$ cat config.mk
export PLATFORM = sky130hd
export DESIGN_NAME = matrix4x4_multiply_fixed_flat
export DESIGN_NICKNAME = d
export VERILOG_FILES = /design/src/rtl/fxm_pkg.sv /design/src/rtl/fxm_in_if.sv /design/src/rtl/fxm_out_if.sv /design/src/rtl/matrix4x4_multiply_fixed.sv /design/src/rtl/fxm_store.sv /design/src/rtl/fxm_mac.sv /design/src/flat_wrapper.sv
export SDC_FILE = /design/constraint.sdc
export NUM_CORES = 2
export LEC_CHECK = 0
export BUFFER_PORTS_ARGS = -buffer_cell sky130_fd_sc_hd__buf_2
export CAP_MARGIN = 30
export CORE_MARGIN = 1.5
export CORE_UTILIZATION = 65
export DETAILED_ROUTE_END_ITERATION = 10
export GPL_ROUTABILITY_DRIVEN = 0
export GPL_TIMING_DRIVEN = 0
export HOLD_SLACK_MARGIN = 0.08
export PLACE_DENSITY = 0.8
export SETUP_SLACK_MARGIN = 0.05
export SLEW_MARGIN = 20
export SYNTH_ARGS = -nofsm -noshare
export SYNTH_HDL_FRONTEND = slang
export SYNTH_HIERARCHICAL = 1
export SYNTH_SLANG_ARGS = --single-unit
$ cat constraint.sdc
create_clock -name clk -period 9.65 [get_ports clk]
set_clock_uncertainty 0.05 [all_clocks]
set_input_delay 0.4825 -clock clk [delete_from_list [all_inputs] [get_ports clk]]
set_output_delay 0.4825 -clock clk [all_outputs]
set_load 0.05 [all_outputs]
$ cat src/rtl/fxm_pkg.sv
package fxm_pkg;

  localparam int DATA_WIDTH = 32;
  localparam int FRAC_BITS  = 16;
  localparam int DIM        = 4;
  localparam int CELLS      = DIM * DIM;
  localparam int IDX_W      = $clog2(CELLS);
  localparam int DIM_W      = $clog2(DIM);
  localparam int KIND_W     = 2;
  localparam int PROD_W     = 2 * DATA_WIDTH;
  // Four products need two guard bits above the product width.
  localparam int ACC_W      = PROD_W + 2;
  localparam int STEP_W     = IDX_W + DIM_W;

  typedef logic signed [DATA_WIDTH-1:0] elem_t;
  typedef logic [IDX_W-1:0]             idx_t;
  typedef logic [KIND_W-1:0]            kind_bits_t;

  typedef enum logic [KIND_W-1:0] {
    KIND_LEFT    = 2'd0,
    KIND_RIGHT   = 2'd1,
    KIND_COMPUTE = 2'd2
  } kind_t;

  localparam elem_t ELEM_MAX = {1'b0, {(DATA_WIDTH-1){1'b1}}};
  localparam elem_t ELEM_MIN = {1'b1, {(DATA_WIDTH-1){1'b0}}};
  localparam idx_t  IDX_LAST = idx_t'(CELLS - 1);

  // Sideband that travels with each multiply-accumulate through the pipeline.
  typedef struct packed {
    logic valid;
    logic first;
    logic last;
    idx_t index;
  } mac_tag_t;

  typedef struct packed {
    logic  en;
    logic  sel_right;
    idx_t  addr;
    elem_t data;
  } wr_req_t;

endpackage

$ cat src/rtl/fxm_in_if.sv
interface fxm_in_if;
  logic                  valid;
  logic                  ready;
  fxm_pkg::kind_bits_t   kind;
  fxm_pkg::idx_t         element_index;
  fxm_pkg::elem_t        element_value;

  modport source (output valid, kind, element_index, element_value, input ready);
  modport sink (input valid, kind, element_index, element_value, output ready);
endinterface

$ cat src/rtl/fxm_out_if.sv
interface fxm_out_if;
  logic             valid;
  logic             ready;
  fxm_pkg::idx_t    result_index;
  fxm_pkg::elem_t   product_value;
  logic             last_element;

  modport source (output valid, result_index, product_value, last_element, input ready);
  modport sink (input valid, result_index, product_value, last_element, output ready);
endinterface

$ cat src/rtl/matrix4x4_multiply_fixed.sv
// Column-major 4x4 fixed-point matrix product (left times right) in signed Q16.16. A load
// word writes one element of the left or right matrix. A compute word keeps in_ch.ready low
// until all its multiply-accumulates have been issued, one per cycle while the output does
// not stall, through a single shared 32x32 multiplier; the sixteen result words follow in
// index order, the last one flagged by last_element. Each result is the exact sum of four
// products, shifted right by 16 with floor rounding and saturated to 32 bits. While a result
// waits on out_ch.ready the whole multiply pipeline holds.
module matrix4x4_multiply_fixed (
  input logic        clk,
  input logic        rst_n,
  fxm_in_if.sink     in_ch,
  fxm_out_if.source  out_ch
);

  typedef enum logic [1:0] {
    ST_IDLE = 2'b01,
    ST_RUN  = 2'b10
  } state_t;

  localparam logic [fxm_pkg::STEP_W-1:0] STEP_LAST =
    fxm_pkg::STEP_W'(fxm_pkg::CELLS * fxm_pkg::DIM - 1);
  localparam logic [fxm_pkg::DIM_W-1:0] J_LAST = fxm_pkg::DIM_W'(fxm_pkg::DIM - 1);

  state_t                        state_r, state_nxt;
  logic [fxm_pkg::STEP_W-1:0]    step_r, step_nxt;
  logic                          en;
  logic                          accept;
  logic [fxm_pkg::DIM_W-1:0]     j, r, c;
  fxm_pkg::wr_req_t              wr;
  fxm_pkg::mac_tag_t             tag1_r;
  fxm_pkg::elem_t                left_data, right_data;
  logic                          res_valid;
  fxm_pkg::idx_t                 res_index;
  fxm_pkg::elem_t                res_value;
  logic                          out_valid_r;
  fxm_pkg::idx_t                 out_index_r;
  fxm_pkg::elem_t                out_value_r;
  logic                          out_last_r;

  assign en     = !out_valid_r || out_ch.ready;
  assign accept = in_ch.valid && in_ch.ready;
  assign in_ch.ready = (state_r == ST_IDLE);

  assign wr.en        = accept && (in_ch.kind == fxm_pkg::KIND_LEFT ||
                                   in_ch.kind == fxm_pkg::KIND_RIGHT);
  assign wr.sel_right = (in_ch.kind == fxm_pkg::KIND_RIGHT);
  assign wr.addr      = in_ch.element_index;
  assign wr.data      = in_ch.element_value;

  // Step counter splits into column, row and inner index.
  assign j = step_r[fxm_pkg::DIM_W-1:0];
  assign r = step_r[2*fxm_pkg::DIM_W-1:fxm_pkg::DIM_W];
  assign c = step_r[3*fxm_pkg::DIM_W-1:2*fxm_pkg::DIM_W];

  always_comb begin
    state_nxt = state_r;
    step_nxt  = step_r;
    case (state_r)
      ST_IDLE: begin
        if (accept && in_ch.kind == fxm_pkg::KIND_COMPUTE) begin
          state_nxt = ST_RUN;
          step_nxt  = '0;
        end
      end
      ST_RUN: begin
        if (en) begin
          step_nxt = step_r + 1'b1;
          if (step_r == STEP_LAST) begin
            state_nxt = ST_IDLE;
          end
        end
      end
      default: begin
        state_nxt = ST_IDLE;
      end
    endcase
  end

  always_ff @(posedge clk) begin
    if (!rst_n) begin
      state_r <= ST_IDLE;
      step_r  <= '0;
      tag1_r  <= '0;
    end else begin
      state_r <= state_nxt;
      step_r  <= step_nxt;
      if (en) begin
        tag1_r.valid <= (state_r == ST_RUN);
        tag1_r.first <= (j == '0);
        tag1_r.last  <= (j == J_LAST);
        tag1_r.index <= step_r[fxm_pkg::STEP_W-1:fxm_pkg::DIM_W];
      end
    end
  end

  fxm_store u_store (
    .clk          (clk),
    .wr           (wr),
    .rd_en        (en),
    .rd_addr_l    ({j, r}),
    .rd_addr_r    ({c, j}),
    .left_data_r  (left_data),
    .right_data_r (right_data)
  );

  fxm_mac u_mac (
    .clk       (clk),
    .rst_n     (rst_n),
    .en        (en),
    .tag_in    (tag1_r),
    .a         (left_data),
    .b         (right_data),
    .res_valid (res_valid),
    .res_index (res_index),
    .res_value (res_value)
  );

  always_ff @(posedge clk) begin
    if (!rst_n) begin
      out_valid_r <= 1'b0;
    end else if (en) begin
      out_valid_r <= res_valid;
    end
  end

  always_ff @(posedge clk) begin
    if (en) begin
      out_index_r <= res_index;
      out_value_r <= res_value;
      out_last_r  <= (res_index == fxm_pkg::IDX_LAST);
    end
  end

  assign out_ch.valid         = out_valid_r;
  assign out_ch.result_index  = out_index_r;
  assign out_ch.product_value = out_value_r;
  assign out_ch.last_element  = out_last_r;

endmodule

$ cat src/rtl/fxm_store.sv
module fxm_store (
  input  logic             clk,
  input  fxm_pkg::wr_req_t wr,
  input  logic             rd_en,
  input  fxm_pkg::idx_t    rd_addr_l,
  input  fxm_pkg::idx_t    rd_addr_r,
  output fxm_pkg::elem_t   left_data_r,
  output fxm_pkg::elem_t   right_data_r
);

  fxm_pkg::elem_t left_mem_r  [fxm_pkg::CELLS];
  fxm_pkg::elem_t right_mem_r [fxm_pkg::CELLS];

  always_ff @(posedge clk) begin
    if (wr.en && !wr.sel_right) begin
      left_mem_r[wr.addr] <= wr.data;
    end
    if (wr.en && wr.sel_right) begin
      right_mem_r[wr.addr] <= wr.data;
    end
  end

  always_ff @(posedge clk) begin
    if (rd_en) begin
      left_data_r  <= left_mem_r[rd_addr_l];
      right_data_r <= right_mem_r[rd_addr_r];
    end
  end

endmodule

$ cat src/rtl/fxm_mac.sv
module fxm_mac (
  input  logic               clk,
  input  logic               rst_n,
  input  logic               en,
  input  fxm_pkg::mac_tag_t  tag_in,
  input  fxm_pkg::elem_t     a,
  input  fxm_pkg::elem_t     b,
  output logic               res_valid,
  output fxm_pkg::idx_t      res_index,
  output fxm_pkg::elem_t     res_value
);

  fxm_pkg::mac_tag_t                    tag2_r;
  logic signed [fxm_pkg::PROD_W-1:0]    prod_r;
  logic signed [fxm_pkg::ACC_W-1:0]     acc_r;
  logic signed [fxm_pkg::ACC_W-1:0]     acc_nxt;
  logic signed [fxm_pkg::ACC_W-1:0]     scaled;
  logic                                 done_r;
  fxm_pkg::idx_t                        done_idx_r;
  logic [fxm_pkg::ACC_W-fxm_pkg::DATA_WIDTH:0] upper;
  logic                                 fits;

  always_ff @(posedge clk) begin
    if (!rst_n) begin
      tag2_r <= '0;
      done_r <= 1'b0;
    end else if (en) begin
      tag2_r <= tag_in;
      done_r <= tag2_r.valid && tag2_r.last;
    end
  end

  always_ff @(posedge clk) begin
    if (en) begin
      prod_r     <= a * b;
      acc_r      <= acc_nxt;
      done_idx_r <= tag2_r.index;
    end
  end

  assign acc_nxt = (tag2_r.first ? '0 : acc_r) + fxm_pkg::ACC_W'(prod_r);

  // The finished sum sits in acc_r for exactly the cycle in which done_r is set.
  assign scaled = acc_r >>> fxm_pkg::FRAC_BITS;
  assign upper  = scaled[fxm_pkg::ACC_W-1:fxm_pkg::DATA_WIDTH-1];
  assign fits   = (&upper) || !(|upper);

  assign res_valid = done_r;
  assign res_index = done_idx_r;
  assign res_value = fits ? scaled[fxm_pkg::DATA_WIDTH-1:0]
                          : (acc_r[fxm_pkg::ACC_W-1] ? fxm_pkg::ELEM_MIN : fxm_pkg::ELEM_MAX);

endmodule

$ cat src/flat_wrapper.sv
// flat-port wrapper written by rule: the top's interface ports become plain ports
module matrix4x4_multiply_fixed_flat 
  (clk, rst_n, in_ch_valid, in_ch_kind, in_ch_element_index, in_ch_element_value, in_ch_ready, out_ch_valid, out_ch_result_index, out_ch_product_value, out_ch_last_element, out_ch_ready);
  fxm_in_if in_ch_i ();
  fxm_out_if out_ch_i ();
  input logic clk;
  input logic rst_n;
  input wire logic [$bits(in_ch_i.valid)-1:0] in_ch_valid;
  input wire logic [$bits(in_ch_i.kind)-1:0] in_ch_kind;
  input wire logic [$bits(in_ch_i.element_index)-1:0] in_ch_element_index;
  input wire logic [$bits(in_ch_i.element_value)-1:0] in_ch_element_value;
  output wire logic [$bits(in_ch_i.ready)-1:0] in_ch_ready;
  output wire logic [$bits(out_ch_i.valid)-1:0] out_ch_valid;
  output wire logic [$bits(out_ch_i.result_index)-1:0] out_ch_result_index;
  output wire logic [$bits(out_ch_i.product_value)-1:0] out_ch_product_value;
  output wire logic [$bits(out_ch_i.last_element)-1:0] out_ch_last_element;
  input wire logic [$bits(out_ch_i.ready)-1:0] out_ch_ready;
  assign in_ch_i.valid = in_ch_valid;
  assign in_ch_i.kind = in_ch_kind;
  assign in_ch_i.element_index = in_ch_element_index;
  assign in_ch_i.element_value = in_ch_element_value;
  assign in_ch_ready = in_ch_i.ready;
  assign out_ch_valid = out_ch_i.valid;
  assign out_ch_result_index = out_ch_i.result_index;
  assign out_ch_product_value = out_ch_i.product_value;
  assign out_ch_last_element = out_ch_i.last_element;
  assign out_ch_i.ready = out_ch_ready;
  matrix4x4_multiply_fixed u_core (.clk(clk), .rst_n(rst_n), .in_ch(in_ch_i), .out_ch(out_ch_i));
endmodule
; ---- Word level (Yosys, flattened, before mapping)
; Memory sizes are Yosys's and may differ from the RTL's. A register that Yosys moved wholly into a read port is not among the register bits.
; Index checks and enable logic that the tools add are counted.
[totals]
memories = 2
ramBits = 1024
register_bits = 195
[classes]
mux = 14
mul = 1
n_addsub = 2
eq_ne = 10
n_reduce_logical = 19
[memory_table]
columns = name, words, word_bits, read_ports, rd_clocked_by_memory_dff, wr, line_no
row1 = u_core.u_store.left_mem_r, 16, 32, 1, 1, 1, fxm_store.sv:11  ; fxm_pkg::elem_t left_mem_r [fxm_pkg::CELLS];
row2 = u_core.u_store.right_mem_r, 16, 32, 1, 1, 1, fxm_store.sv:12  ; fxm_pkg::elem_t right_mem_r [fxm_pkg::CELLS];
[ops]
columns = cell, n
row1 = adder 66 bit, 1
row2 = two-way mux 66 bit, 1
row3 = multiplier 32 x 32 -> 64 bit, 1
row4 = two-way mux 32 bit, 2
row5 = AND reduction 19 bit, 1
row6 = OR reduction 19 bit, 1
row7 = two-way mux 6 bit, 2
row8 = one-hot mux 6 bit (2 select lines), 1
row9 = "adder 6 x 1 -> 6 bit, second input constant", 1
row10 = "== test 2 bit, second input constant", 3
row11 = "== test 6 bit, second input constant", 1
row12 = logical AND 1 bit, 6
row13 = two-way mux 2 bit, 3
row14 = AND reduction 3 bit, 2
row15 = "== test 2 x 1 -> 1 bit, second input constant", 2
row16 = "== test 4 bit, second input constant", 1
row17 = logical NOT 2 bit, 2
row18 = two-way mux 1 bit, 4
row19 = "!= test 2 x 1 -> 1 bit, second input constant", 2
row20 = one-hot mux 2 bit (2 select lines), 1
row21 = logical NOT 1 bit, 3
row22 = logical OR 1 bit, 3
row23 = "!= test 2 bit, second input constant", 1
row24 = nonzero test 2 bit, 1

; ---- Longest topological paths before layout
[depth]
ltp_word = 6
mapped_depth = 29
depth_no_buf = 28

; ---- Modules after synthesis
; Netlist, hierarchy kept.
[by_module_without_submodules]
columns = mod, n_inst, cells_each, area_per_inst_um2
row1 = fxm_mac, 1, 4759, 45219.6
row2 = fxm_store, 1, 1681, 40324.9
row3 = matrix4x4_multiply_fixed, 1, 118, 1890.6

; ---- Worst setup path after synthesis
; OpenSTA, ideal clock, no wires.
[synth_path]
path_type = register to register
from = register u_core.u_store.left_data_r[31] (read register of u_core.u_store.left_mem_r)
to = register u_core/u_mac/prod_r[63] in the netlist's numbering, data pin
path_buffers = 2
setup_slack_ps = 1681
setup_ps = 271
arrival_time_ps = 7649
synth_period_minus_slack_ps = 7969
required_time_ps = 9329
stages_incl_launch_ff = 27
cell_sequence = edfxtp_1 -> clkbuf_1 -> nand2_1 -> inv_1 -> fa_1 -> fa_1 -> inv_1 -> fa_1 -> inv_1 -> fa_1 -> inv_1 -> fa_1 -> inv_1 -> fa_1 -> fa_1 -> inv_1 -> fa_1 -> inv_1 -> ha_1 -> clkbuf_1 -> nand4_1 -> or4_1 -> o211a_1 -> a21o_1 -> a21boi_1 -> o2111a_1 -> a211oi_1
[synth_between]
elab_chain_len = 1
[synth_rtl]
columns = element, line_no
row1 = "start, declared", fxm_store.sv:7  ; output fxm_pkg::elem_t left_data_r,
row2 = multiplier 32 x 32 -> 64 bit, fxm_mac.sv:35  ; prod_r <= a * b;
row3 = "end signal, assigned", fxm_mac.sv:35
row4 = "end, declared", fxm_mac.sv:14  ; logic signed [fxm_pkg::PROD_W-1:0] prod_r;
; Every way passes these cells.
; A chain may end at the register's enable or synchronous reset.

; ---- Final worst setup path
[layout_path]
from = register u_core.u_store.left_data_r[28] (read register of u_core.u_store.left_mem_r)
to = register u_core/u_mac/prod_r[62] in the netlist's numbering, data pin
; Same word-level chain as after synthesis.

==> results.md <==
* Sink Count at around 1300
* M1 GR Usage at 0.448
* 1st-iter DRT viols at around 7500
* Post-Syn Nets at between 7000 and 8000
* Initial Utilization at 0.655
* Post-DP HPWL at 184000 um
* Post-synth EDFFs at ~1300
* CTS HTree Levels at 3
* Yosys top cell area share at 0.432
* Layout area overhead at 9.58%
* Setup violators final at 0
* Post-synth ARST share at 0
* Sequential share of power at 0.330
* Dpl cell area at between 90000 and 100000 um2
* Antenna-violating nets left at 1
* Pre-CTS WS at -0.260 ns
* P_sw at approximately 8.0 mW
* Utilization after layout at 0.718
* Final hold viol count at 0
* Min-Delay Path Class: primary input to flop
* I/O Pins at between 80 and 90
* Mapped Area at 87400 um2
* Max-slew headroom at 0.194
* Most Used Layer, Global Route: met2
* Leakage at between 30 and 40 nW
* Final Worst Setup Slack at around 0.11 ns
* Clk pwr share at 0.231
* Die Footprint at ~140000 um2
* Tightest Pin Transition at around 1.2 ns
* Root buf cell: clkbuf_16
* PortBufs at 80
* Post-route cell area at 95800 um2
* Clock slew at reported path FFs at 0.10 ns
* FMAX at approximately 100 MHz
* Register bit total from synthesis at approximately 1300
* Max_cap viols at 0
* Met2 global-route usage at 0.620
* Synth cell count leaders: 1259 x edfxtp_1, 1083 x fa_1, 1052 x inv_1
* Unrepaired setup endpoints after global routing: false
* Non-filler cells in the finished layout at around 8700
* Worst-Skew Late Latency at 0.78 ns
* Worst vdd ir at 0.000232 V
* Remaining Overflow, GRT at 0
* Clk buf depth at 3
* Minimum clock period at between 9 and 10 ns
* Die width at 370 um
* Cell with the most instances after synthesis: edfxtp_1
* GRT Resource Usage Total at 0.386
* Worst setup SP type: flop
* Core Footprint at 133000 um2
* Post-synthesis instance total at 6558
* Via Count at around 57000
* Vias in the first global route at about 60000
* Sw Share at 0.373
* # rows at between 100 and 150
* Yosys warns at 6
* Power per cell area at ~230 nW/um2
* Slew Limit Fails at 0
* Die Y at about 370 um
* Crit. End Element: flop
* Sequential fraction of the synthesis area at 0.438
* P_int at ~14 mW
* CTS tree: built
* Status: finished, violations left
* Hold_ws at around 0.14 ns
* Worst-path maximum fanout at 10
* Setup CP Type: flop to flop
* Fin crit share at 0.988
* Synthesized area per cell at about 13 um2
* Top cells by area, synth: edfxtp_1 43%, fa_1 25%, mux4_2 6.6%, inv_1 4.5%, and2_1 3.8%
* Largest net degree at the start of global routing at 88
* Wire per inst at about 29 um
* Combinational group share of total power at 0.439
* First-pass GRT wire length at between 300000 and 400000 um
* Total CTS buffers at about 120
* Antenna violations before repair at 28
* CP arrival at approximately 10 ns
* DR DRC count at 0
* Failing checks: antenna rules
* Routing usage on met3 at 0.128
* Yosys cell types at slightly above 90
* Dpl cells at between 8000 and 9000
* Detailed Routing Iterations Pass 1 at 10
* Post-synth top flop: edfxtp_1
* # nets final at between 8000 and 9000
* WL final at 258000 um
* Worst EP required at a little over 10 ns
* Vias per cell at 6.49
* Synth area leader: edfxtp_1
* Share of layout cells above drive strength 1 at 0.104
[layer usage]
metal	wire length [um]	vias to the layer above
met5	143	-
met4	21200	22
met3	32200	1319
met2	121000	4499
met1	82900	28324
li1	-	22497
[logic make-up (layout without fill, tap and decap cells)]
| family | after synthesis | count (layout) | synth area share |
|---|---|---|---|
| AND/OR/NAND/NOR | 1547 | 1547 | 0.0893 |
| buffers and inverters | 1387 | 1767 | 0.0611 |
| adder cells (fa/ha/maj) | 1334 | 1334 | 0.284 |
| flip-flops | 1283 | 1283 | 0.438 |
| AO/OA/AOI/OAI | 611 | 611 | 0.0478 |
| multiplexers | 264 | 264 | 0.0669 |
| XOR/XNOR | 132 | 132 | 0.0132 |
| other | 0 | 29 | 0 |
[critical path, cell delays in order, from the launching register on]
cell and delay, ns:
edfxtp_1 0.76, clkbuf_1 0.88, nand2_1 0.22, fa_1 0.57, inv_1 0.05, fa_1 0.47, fa_1 0.72, inv_1 0.09
fa_1 0.48, inv_1 0.05, fa_1 0.48, fa_1 0.50, fa_1 0.50, inv_1 0.05, fa_1 0.47, inv_1 0.04
ha_1 0.35, a21o_1 0.23, o21bai_1 0.19, a221oi_1 0.35, o21ai_0 0.18, or2_2 0.30, a41oi_1 0.45, o311ai_0 0.32
o211ai_1 0.25, o21ai_0 0.15, xor2_1 0.16
[cell usage in the layout, fill, tap and decap left out, drive strengths merged, types with 129 or more instances in the layout]
cell	instances
a21oi	145
a22oi	129
and2	528
buf	213
clkbuf	424
edfxtp	1259
fa	1083
ha	251
inv	1056
mux4	256
nand2	648
[final timing paths]
kind	from	to	slack, ns	cells past startpoint
worst max-delay path	u_core/u_store/left_data_r[28]	u_core/u_mac/prod_r[62]	0.11	26
worst min-delay path	in_ch_valid	u_core/state_r[1]	0.14	4
worst max register to register	u_core/u_store/left_data_r[28]	u_core/u_mac/prod_r[62]	0.11	26
worst min register to register	u_core/u_mac/tag2_r[1]	u_core/u_mac/res_index[1]	0.38	0
[power groups by stage]
stage | clock (mW) | combinational [mW] | sequential [mW]
finish | 4.98 | 9.47 | 7.11
global route | 5.22 | 10.5 | 7.14
CTS | 5.02 | 9.29 | 7.11
detailed placement | 0 | 9.23 | 7.22
global placement | 0 | 8.88 | 7.21
floorplan | 0 | 6.87 | 7.40
[cell type report]
type | count | area (um2)
antenna | 29 | 72.6
buffer | 334 | 1410
clock buffer | 153 | 3250
clock inverter | 73 | 845
fill | 8338 | 37600
inverter | 1053 | 3970
multi-input combinational | 3888 | 44100
sequential | 1283 | 38300
tap | 1768 | 2210
timing repair buffer | 154 | 1700
[per-stage QoR]
step / TNS (ns) / power [mW]
2_1_floorplan: 0 / 14.3
5_1_grt: 0 / 22.8
4_1_cts: 0 / 21.4
6_report: 0 / 21.6
3_3_place_gp: -0.0819 / 16.1
3_5_place_dp: -1.06 / 16.4
[flip-flops by register name (all words and copies together) (netlist names), 32 cells and up]
| name | flops |
|---|---|
| u_core/u_mac/acc_r | 66 |
| u_core/u_store/right_mem_r | 512 |
| u_core/u_store/left_mem_r | 512 |
| u_core/u_store/right_data_r | 32 |
| u_core/u_store/left_data_r | 32 |
| u_core/u_mac/prod_r | 64 |
| u_core/out_ch.product_value | 32 |
[what timing repair did]
item / 4_1_cts / 5_1_grt
endpoints found under the setup margin: 7 / 8
hold buffers: 3 / 0
endpoints found under the hold margin: 15 / 0
buffers inserted: 0 / 8
pin swaps: 0 / 1
gates resized for setup: 1 / 30
Power figures use the tool's default switching activity.
